### config.mk
export PLATFORM = sky130hd
export DESIGN_NAME = tick_timer_bank_with_minute_clock_unit
export DESIGN_NICKNAME = d
export VERILOG_FILES = /design/src/hdl/ttb_pkg.sv /design/src/hdl/ttb_cell.sv /design/src/hdl/ttb_clock.sv /design/src/hdl/tick_timer_bank_with_minute_clock_unit.sv
export VERILOG_INCLUDE_DIRS = /design/src /design/src/hdl
export SDC_FILE = /design/constraint.sdc
export NUM_CORES = 1
export LEC_CHECK = 0
export BUFFER_PORTS_ARGS = -buffer_cell sky130_fd_sc_hd__buf_2
export CAP_MARGIN = 20
export CORE_MARGIN = 2
export CORE_UTILIZATION = 45
export CTS_CLUSTER_DIAMETER = 200
export DETAILED_ROUTE_END_ITERATION = 10
export PLACE_DENSITY = 0.69
export SLEW_MARGIN = 20
export SYNTH_ARGS = -nofsm -noshare
export SYNTH_HDL_FRONTEND = slang
export SYNTH_HIERARCHICAL = 1
export SYNTH_SLANG_ARGS = --single-unit
export TNS_END_PERCENT = 30
### constraint.sdc
create_clock -name clk -period 4.6 [get_ports clk]
set_input_delay 0.46 -clock clk [delete_from_list [all_inputs] [get_ports clk]]
set_output_delay 0.46 -clock clk [all_outputs]
set_load 0.03 [all_outputs]
### src/hdl/tick_timer_bank_with_minute_clock_unit_defines.svh
`ifndef TICK_TIMER_BANK_WITH_MINUTE_CLOCK_UNIT_DEFINES_SVH
`define TICK_TIMER_BANK_WITH_MINUTE_CLOCK_UNIT_DEFINES_SVH

// same-cycle implication, clocked on clk and held off during reset
`define TTB_ASSERT_SAME(lbl, ante, cons) \
	lbl: assert property (@(posedge clk) disable iff (!arst_n) (ante) |-> (cons)) \
		else $error("ttb check failed");

// next-cycle implication, clocked on clk and held off during reset
`define TTB_ASSERT_NEXT(lbl, ante, cons) \
	lbl: assert property (@(posedge clk) disable iff (!arst_n) (ante) |=> (cons)) \
		else $error("ttb check failed");

`endif

### src/hdl/ttb_pkg.sv
`timescale 1ns / 1ps
`default_nettype none

package ttb_pkg;

	localparam int TIMER_W   = 16;
	localparam int TICK_W    = 13;
	localparam int MINUTE_W  = 32;
	localparam int MASK_W    = 8;
	localparam int CMD_W     = 2;
	localparam int INDEX_W   = 3;
	localparam int CMP_W     = 5;

	localparam logic [CMD_W-1:0] CMD_TICK = 2'd0;
	localparam logic [CMD_W-1:0] CMD_LOAD = 2'd1;
	localparam logic [CMD_W-1:0] CMD_READ = 2'd2;

	localparam logic [4:0] MINUTE_QUARTER_MASK = 5'h03;
	localparam logic [4:0] MINUTE_PERIOD_MASK  = 5'h1f;

	typedef enum logic [1:0] {
		ST_IDLE,
		ST_RUN,
		ST_FLUSH
	} state_t;

	typedef struct packed {
		logic               shift;
		logic               dec;
		logic               load;
		logic [TIMER_W-1:0] value;
	} cell_ctl_t;

endpackage

`default_nettype wire

### src/hdl/ttb_cell.sv
`timescale 1ns / 1ps
`default_nettype none

module ttb_cell (
	input  wire logic                           clk,
	input  wire logic                           arst_n,
	input  wire ttb_pkg::cell_ctl_t             ctl,
	input  wire logic [ttb_pkg::TIMER_W-1:0]    d,
	output logic      [ttb_pkg::TIMER_W-1:0]    q,
	output logic      [ttb_pkg::TIMER_W-1:0]    nxt
);

	always_comb begin
		nxt = d;
		if (ctl.load) begin
			nxt = ctl.value;
		end else if (ctl.dec && d != '0) begin
			nxt = d - ttb_pkg::TIMER_W'(1);
		end
	end

	always_ff @(posedge clk or negedge arst_n) begin
		if (!arst_n) begin
			q <= '0;
		end else if (ctl.shift) begin
			q <= nxt;
		end
	end

endmodule

`default_nettype wire

### src/hdl/ttb_clock.sv
`timescale 1ns / 1ps
`default_nettype none

module ttb_clock #(
	parameter int TICKS_PER_MINUTE = 7325
) (
	input  wire logic                            clk,
	input  wire logic                            arst_n,
	input  wire logic                            tick,
	output logic      [ttb_pkg::TICK_W-1:0]      ticks_q,
	output logic      [ttb_pkg::MINUTE_W-1:0]    minutes_q
);

	logic [ttb_pkg::TICK_W:0]     next_tick;
	logic [ttb_pkg::MINUTE_W-1:0] next_minutes;
	logic [4:0]                   low_bits;
	logic                         roll;

	always_comb begin
		next_tick    = {1'b0, ticks_q} + (ttb_pkg::TICK_W + 1)'(1);
		roll         = next_tick >= (ttb_pkg::TICK_W + 1)'(TICKS_PER_MINUTE);
		next_minutes = minutes_q + ttb_pkg::MINUTE_W'(1);
		low_bits     = next_minutes[4:0] & ttb_pkg::MINUTE_PERIOD_MASK;
	end

	always_ff @(posedge clk or negedge arst_n) begin
		if (!arst_n) begin
			ticks_q   <= ttb_pkg::TICK_W'(1);
			minutes_q <= '0;
		end else if (tick) begin
			if (roll) begin
				minutes_q <= next_minutes;
				// extra tick on every fourth minute, except at the 32 minute boundary
				if ((low_bits & ttb_pkg::MINUTE_QUARTER_MASK) == 5'h00 && low_bits != 5'h00) begin
					ticks_q <= '0;
				end else begin
					ticks_q <= ttb_pkg::TICK_W'(1);
				end
			end else begin
				ticks_q <= next_tick[ttb_pkg::TICK_W-1:0];
			end
		end
	end

endmodule

`default_nettype wire

### src/hdl/tick_timer_bank_with_minute_clock_unit.sv
`timescale 1ns / 1ps
`default_nettype none
`include "tick_timer_bank_with_minute_clock_unit_defines.svh"

// channel  | direction | tdata fields, lowest bit first
// s_axis   | in        | command[1:0], timer_index[4:2], load_value[20:5], zero fill to 24
// m_axis   | out       | tick_now[12:0], minutes_now[44:13], timer_now[60:45],
//          |           | expired_mask[68:61], zero fill to 72
//
// an item goes through accept, then the ring of timer cells turns once past the head,
// processing each timer in turn, then the output register loads
// on a tick command the minute clock updates at the accepting edge, the ring then walks all timers
// reset clears every timer, sets the tick counter to one and the minutes to zero
// a stalled output holds its item; the next item still turns the ring, then waits
// in flush until the output register is free

module tick_timer_bank_with_minute_clock_unit #(
	parameter int TIMER_COUNT      = 8,
	parameter int TICKS_PER_MINUTE = 7325
) (
	input  wire logic        clk,
	input  wire logic        arst_n,
	input  wire logic        s_tvalid,
	output logic             s_tready,
	input  wire logic [23:0] s_tdata,  // command, timer_index, load_value
	output logic             m_tvalid,
	input  wire logic        m_tready,
	output logic      [71:0] m_tdata   // tick_now, minutes_now, timer_now, expired_mask
);

	localparam int SW = (TIMER_COUNT > 1) ? $clog2(TIMER_COUNT) : 1;

	ttb_pkg::state_t state_q, state_d;

	logic [SW-1:0]                  step_q;
	logic                           tick_q;
	logic                           load_q;
	logic [ttb_pkg::INDEX_W-1:0]    index_q;
	logic [ttb_pkg::TIMER_W-1:0]    value_q;
	logic [ttb_pkg::TIMER_W-1:0]    shown_q;
	logic [ttb_pkg::MASK_W-1:0]     mask_q;
	logic                           accept;
	logic                           running;
	logic                           last_step;
	logic                           out_load;
	logic                           out_free;
	logic [ttb_pkg::CMD_W-1:0]      in_command;
	logic [ttb_pkg::INDEX_W-1:0]    in_index;
	logic [ttb_pkg::TIMER_W-1:0]    in_value;
	logic [ttb_pkg::TICK_W-1:0]     ticks;
	logic [ttb_pkg::MINUTE_W-1:0]   minutes;
	logic [ttb_pkg::TIMER_W-1:0]    head_val;
	logic                           head_hit;

	logic [ttb_pkg::TIMER_W-1:0]    cell_q   [TIMER_COUNT];
	logic [ttb_pkg::TIMER_W-1:0]    cell_nxt [TIMER_COUNT];
	ttb_pkg::cell_ctl_t             cell_ctl [TIMER_COUNT];

	assign in_command = s_tdata[1:0];
	assign in_index   = s_tdata[4:2];
	assign in_value   = s_tdata[20:5];

	assign accept    = s_tvalid && s_tready;
	assign running   = state_q == ttb_pkg::ST_RUN;
	assign last_step = step_q == SW'(TIMER_COUNT - 1);
	assign out_free  = !m_tvalid || m_tready;
	assign head_hit  = ttb_pkg::CMP_W'(step_q) == ttb_pkg::CMP_W'(index_q);
	// the tail cell takes the head timer back after processing it
	assign head_val  = cell_nxt[TIMER_COUNT-1];

	always_ff @(posedge clk or negedge arst_n) begin
		if (!arst_n) begin
			state_q <= ttb_pkg::ST_IDLE;
		end else begin
			state_q <= state_d;
		end
	end

	always_comb begin
		state_d  = state_q;
		s_tready = 1'b0;
		out_load = 1'b0;
		unique case (state_q)
			ttb_pkg::ST_IDLE: begin
				s_tready = 1'b1;
				if (s_tvalid) begin
					state_d = ttb_pkg::ST_RUN;
				end
			end
			ttb_pkg::ST_RUN: begin
				if (last_step) begin
					state_d = ttb_pkg::ST_FLUSH;
				end
			end
			ttb_pkg::ST_FLUSH: begin
				if (out_free) begin
					out_load = 1'b1;
					state_d  = ttb_pkg::ST_IDLE;
				end
			end
			default: begin
				state_d = ttb_pkg::ST_IDLE;
			end
		endcase
	end

	always_ff @(posedge clk or negedge arst_n) begin
		if (!arst_n) begin
			step_q <= '0;
			tick_q <= 1'b0;
			load_q <= 1'b0;
		end else if (accept) begin
			step_q <= '0;
			tick_q <= in_command == ttb_pkg::CMD_TICK;
			load_q <= in_command == ttb_pkg::CMD_LOAD;
		end else if (running) begin
			step_q <= last_step ? '0 : step_q + SW'(1);
		end
	end

	always_ff @(posedge clk) begin
		if (accept) begin
			index_q <= in_index;
			value_q <= in_value;
			shown_q <= '0;
			mask_q  <= '0;
		end else if (running) begin
			if (head_hit) begin
				shown_q <= head_val;
			end
			for (int b = 0; b < ttb_pkg::MASK_W; b++) begin
				if (b < TIMER_COUNT && ttb_pkg::CMP_W'(step_q) == ttb_pkg::CMP_W'(b)
						&& head_val == '0) begin
					mask_q[b] <= 1'b1;
				end
			end
		end
	end

	ttb_clock #(
		.TICKS_PER_MINUTE(TICKS_PER_MINUTE)
	) u_clock (
		.clk      (clk),
		.arst_n   (arst_n),
		.tick     (accept && in_command == ttb_pkg::CMD_TICK),
		.ticks_q  (ticks),
		.minutes_q(minutes)
	);

	for (genvar k = 0; k < TIMER_COUNT; k++) begin : g_cell
		always_comb begin
			cell_ctl[k].shift = running;
			cell_ctl[k].value = value_q;
			if (k == TIMER_COUNT - 1) begin
				cell_ctl[k].dec  = tick_q;
				cell_ctl[k].load = load_q && head_hit;
			end else begin
				cell_ctl[k].dec  = 1'b0;
				cell_ctl[k].load = 1'b0;
			end
		end

		ttb_cell u_cell (
			.clk   (clk),
			.arst_n(arst_n),
			.ctl   (cell_ctl[k]),
			.d     (cell_q[(k + 1) % TIMER_COUNT]),
			.q     (cell_q[k]),
			.nxt   (cell_nxt[k])
		);
	end

	always_ff @(posedge clk or negedge arst_n) begin
		if (!arst_n) begin
			m_tvalid <= 1'b0;
		end else if (out_load) begin
			m_tvalid <= 1'b1;
		end else if (m_tready) begin
			m_tvalid <= 1'b0;
		end
	end

	always_ff @(posedge clk) begin
		if (out_load) begin
			m_tdata <= {3'b000, mask_q, shown_q, minutes, ticks};
		end
	end

	`TTB_ASSERT_NEXT(a_accept_starts_ring, accept,
		state_q == ttb_pkg::ST_RUN && step_q == '0)
	`TTB_ASSERT_NEXT(a_ring_turns_once, running && last_step, state_q == ttb_pkg::ST_FLUSH)
	`TTB_ASSERT_SAME(a_out_from_flush, $rose(m_tvalid), $past(state_q == ttb_pkg::ST_FLUSH))
	`TTB_ASSERT_SAME(a_tick_in_range, 1'b1,
		{1'b0, ticks} < (ttb_pkg::TICK_W + 1)'(TICKS_PER_MINUTE))

endmodule

`default_nettype wire
Word-level counts from Yosys, hierarchy flattened

Cells that the tools add are included.

Reduce and logical (&&, ||, !) cells: 35
Shift-type cells: 0
Divide/modulo/power cells: 0
Magnitude comparators: 1
Bitwise logic cells: 0
$mul: 0
Equality and inequality tests: 14
Add/sub/neg operators: 4
Multiplexer cells: 16

Operator list:

| kind                  | number |
|---|---|
| $add 32x1->32 const B | 1 |
| $mux 16               | 2 |
| $reduce_and 2->1      | 10 |
| $logic_not 16->1      | 1 |
| $reduce_bool 16->1    | 1 |
| $sub 16x1->16 const B | 1 |
| $add 13x1->14 const B | 1 |
| $ge 14x13->1 const B  | 1 |
| $logic_and 1x1->1     | 13 |
| $mux 13               | 1 |
| $eq 3x3->1 const B    | 4 |
| $mux 3                | 3 |
| $eq 3x2->1 const B    | 2 |
| $mux 1                | 6 |
| $mux 2                | 3 |
| $pmux 2 s3            | 1 |
| $logic_not 5->1       | 1 |
| $reduce_bool 5->1     | 1 |
| $eq 2x1->1 const B    | 2 |
| $logic_not 2->1       | 2 |
| $ne 2x2->1 const B    | 2 |
| $reduce_bool 2->1     | 2 |
| $add 3x1->3 const B   | 1 |
| $eq 3x1->1 const B    | 1 |
| 7 further kinds       | 7 |

Bits of input ports: 28
Memory bits (writable): 0
Bits in registers: 293
Memories kept: 0
Latch bits: 0
Logic and storage cells: 97
Output and inout port bits: 74
Bits in read-only memories: 0

Longest topological paths before layout

Word-level depth: 7
Gate-level depth with buffers: 12
Mapped depth without buffers: 10

Cells and area by module

Netlist, hierarchy kept.

By module, submodules not included:

| module                                 | times used | area each (um^2) | sequential area each (um^2) | cells an instance |
|---|---|---|---|---|
| ttb_cell                               | 8          | 1321.3           | 400.4                       | 154 |
| tick_timer_bank_with_minute_clock_unit | 1          | 4090.2           | 3323.2                      | 243 |
| ttb_clock                              | 1          | 2548.7           | 1127.3                      | 262 |

Worst setup path after synthesis

Ideal clock, no wire load.

Path kind: register to register
From: register m_tvalid
To: register m_tdata[0] (enable)
Setup time: 0.505 ns
Period minus slack after synthesis: 4.207 ns
Required time: 4.095 ns
Buffers on the path: 0
Setup slack: 0.393 ns
Stages on the path, launching flop included: 3
Arrival: 3.703 ns
Cells stage by stage: dfrtp_1 nand2b_1 nor2b_1

Cells in the longest elaborated chain, start to end: 4

Ends and longest elaborated chain:

| item                   | RTL line                                      | source |
|---|---|---|
| from (decl)            | tick_timer_bank_with_minute_clock_unit.sv:26  | `output logic m_tvalid,` |
| from (signal assigned) | tick_timer_bank_with_minute_clock_unit.sv:175 | `m_tvalid <= 1'b0;` |
| from (signal assigned) | tick_timer_bank_with_minute_clock_unit.sv:177 | `m_tvalid <= 1'b1;` |
| from (signal assigned) | tick_timer_bank_with_minute_clock_unit.sv:179 | `m_tvalid <= 1'b0;` |
| $logic_not 1->1        | tick_timer_bank_with_minute_clock_unit.sv:66  | `assign out_free = !m_tvalid \|\| m_tready;` |
| $logic_or 1x1->1       | tick_timer_bank_with_minute_clock_unit.sv:66  |  |
| $mux 1                 | tick_timer_bank_with_minute_clock_unit.sv:96  | `if (out_free) begin` |
| $mux 1                 | tick_timer_bank_with_minute_clock_unit.sv:83  | `unique case (state_q)` |
| net out_load           | tick_timer_bank_with_minute_clock_unit.sv:45  | `logic out_load;` |
| to (signal assigned)   | tick_timer_bank_with_minute_clock_unit.sv:185 | `m_tdata <= {3'b000, mask_q, shown_q, minutes, ticks};` |
| to (decl)              | tick_timer_bank_with_minute_clock_unit.sv:28  | `output logic [71:0] m_tdata` |

The timed path passes the listed nets, and every way through them passes these cells.
A chain may end at the register's enable or synchronous reset.

==> impl_metrics.env <==
export IMPL_cpPeakStageDelay_ns=0.50
export IMPL_min_period_ns=3.446
export IMPL_fp_coreArea_um2=35740
export IMPL_fp_dieW_um=195.0
export IMPL_fin_skew_ns=0.01389
export IMPL_die_y_um=195.0
export IMPL_critPathRequiredTime_ns=5.00
export IMPL_final_nets=1790
export IMPL_slew_viol_final=0
export IMPL_setup_violations=0
export IMPL_dieArea_um2=38020
export IMPL_cp_top_family="simple AND/OR/NAND/NOR gates"
export IMPL_htree_num_levels=2
export IMPL_drv_cap=0
export IMPL_yosysWarnings=6
export IMPL_grt_start_max_net_pins=107
export IMPL_overflow=0
export IMPL_end_kind="flop"
export IMPL_place_congestion=0.8932
export IMPL_grtUsageTotal_pct=20.92
export IMPL_cts_root_buf="clkbuf_16"
export IMPL_tightestPinTransition_ns=0.9562
export IMPL_cts_hold_buf=0
export IMPL_routed_via_density=5.745
export IMPL_status="complete, no violations"
export IMPL_hold_violations=0
export IMPL_antenna_found_initial=0
export IMPL_drtIter0Drc=954
export IMPL_grt_pass1_vias=12250
export IMPL_rows=69
export IMPL_postLayoutCellArea_um2=18380
export IMPL_drive_gt1_share_pct=16.36
export IMPL_syn_inst=1639
export IMPL_path_buf_inv=1
export IMPL_fin_crit_sh_pct=74.91
export IMPL_area_growth_synth_to_final_pct=11.96
export IMPL_netlist_area_um2=16410
export IMPL_crit_path_start_kind="flop"
export IMPL_place_hpwl_um=27240
export IMPL_clockBufferDepth=3
export IMPL_first_pass_iters=5
export IMPL_num_vias=12760
export IMPL_num_fill_cells=3240
export IMPL_grt_pass1_wl_um=64740
export IMPL_critPathKind="reg2reg"
export IMPL_cpMaxStageDelayCell="o41ai_2"
export IMPL_start_util_pct=45.92
export IMPL_final_core_util_pct=51.41
export IMPL_layout_commonest_cell="dfrtp_1"
export IMPL_setup_ws_ns=1.154
export IMPL_diodes=0
export IMPL_ant_nets=0
export IMPL_clk_latency_ns=0.53
export IMPL_total_leakage_power_nw=7.771
export IMPL_cp_arrival_ns=3.85
export IMPL_worstPathMaxFanout=8
export IMPL_io_buffers=95
export IMPL_ir_drop_v=0.0003350
export IMPL_path_clk_slew_ns=0.06
export IMPL_fin_setup_tns_ns=0
export IMPL_post_place_ws_ns=1.224
export IMPL_relSlewSlack_pct=36.18
export IMPL_rsz0062_at_grt="false"
export IMPL_drc=0
export IMPL_final_cell_mix="180 x dfrtp_1, 149 x nand2_1, 136 x nor2_1, 102 x a21oi_1, 94 x buf_2"
export IMPL_wl_per_cell_um=17.97
export IMPL_wl_um=39910
export IMPL_cts_resized=0
export IMPL_hold_path_class="in2async"
export IMPL_placed_cell_area_um2=17280
export IMPL_fmax_mhz=290.2
export IMPL_cts_buffers=34
export IMPL_p_per_area_nw_per_um2=586.0
export IMPL_cts_setup_buffers=0
export IMPL_p_total_w=0.01077
export IMPL_syn_area_per_cell_um2=10.01
export IMPL_io_pins=102
export IMPL_cts_tree="yes"
export IMPL_clock_sinks=293
export IMPL_cp_cell_sequence="inv_1 > ha_1 > or3b_1 > o41ai_2 > nor4b_1 > xor2_1 > mux2_2 > nor4_1 > nand3_1 > o41ai_1"
==> layer usage <==
metal | vias to the layer above | global-route usage, % | share of wire (%)
met5 | - | 0 | 0
met4 | 0 | 6.418 | 2.7
met3 | 74 | 2.988 | 5.8
met2 | 392 | 33.92 | 46
met1 | 6150 | 29.15 | 45
li1 | 6143 | - | -
==> layout make-up <==
class                           count  area [µm²]  area share (%)
Clock buffer                       49       989.7           5.386
Clock inverter                     11       102.6          0.5584
Inverter                           82       312.8           1.702
Multi-Input combinational cell   1214        8123           44.21
Sequential cell                   293        7654           41.65
Tap cell                          461       576.8           3.139
Timing Repair Buffer              111       616.8           3.357
==> flip-flops by register name, summed over array words and instances (netlist names) <==
register and count:
tick_q 1, mask_q 8, state_q 2, u_clock/ticks_q 13, index_q 3, u_clock/minutes_q 32, value_q 16, shown_q 16
m_tvalid 1, load_q 1, step_q 3, m_tdata 69, g_cell.u_cell/q 128
==> power by group <==
group / total (W) / leakage, nW / switching (W) / internal (W)
clock: 0.00261 / 0.525 / 0.00105 / 0.00156
combinational: 0.00360 / 4.00 / 0.00202 / 0.00157
sequential: 0.00456 / 3.25 / 0.00111 / 0.00346
==> through the flow <==
step	hold slack (ns)	instances
finish	0.01886	2221
global route	0.1033	2221
CTS	0.08941	2221
detailed placement	0.4146	2161
global placement	0.4142	2161
floorplan	0.1644	1683
==> final timing paths <==
check / from / slack (ns) / to / depth (start not counted)
max reg2reg: g_cell[0].u_cell/q[0] / 1.15 / mask_q[0] / 10
min: arst_n / 0.02 / g_cell[3].u_cell/q[0] / 1
min in group clk: s_tdata[8] / 0.11 / value_q[3] / 1
max: g_cell[0].u_cell/q[0] / 1.15 / mask_q[0] / 10
max in group asynchronous: arst_n / 3.50 / g_cell[4].u_cell/q[2] / 2
min reg2reg: shown_q[15] / 0.43 / m_tdata[60] / 0
Note: power is estimated with default switching activity, not from simulation.
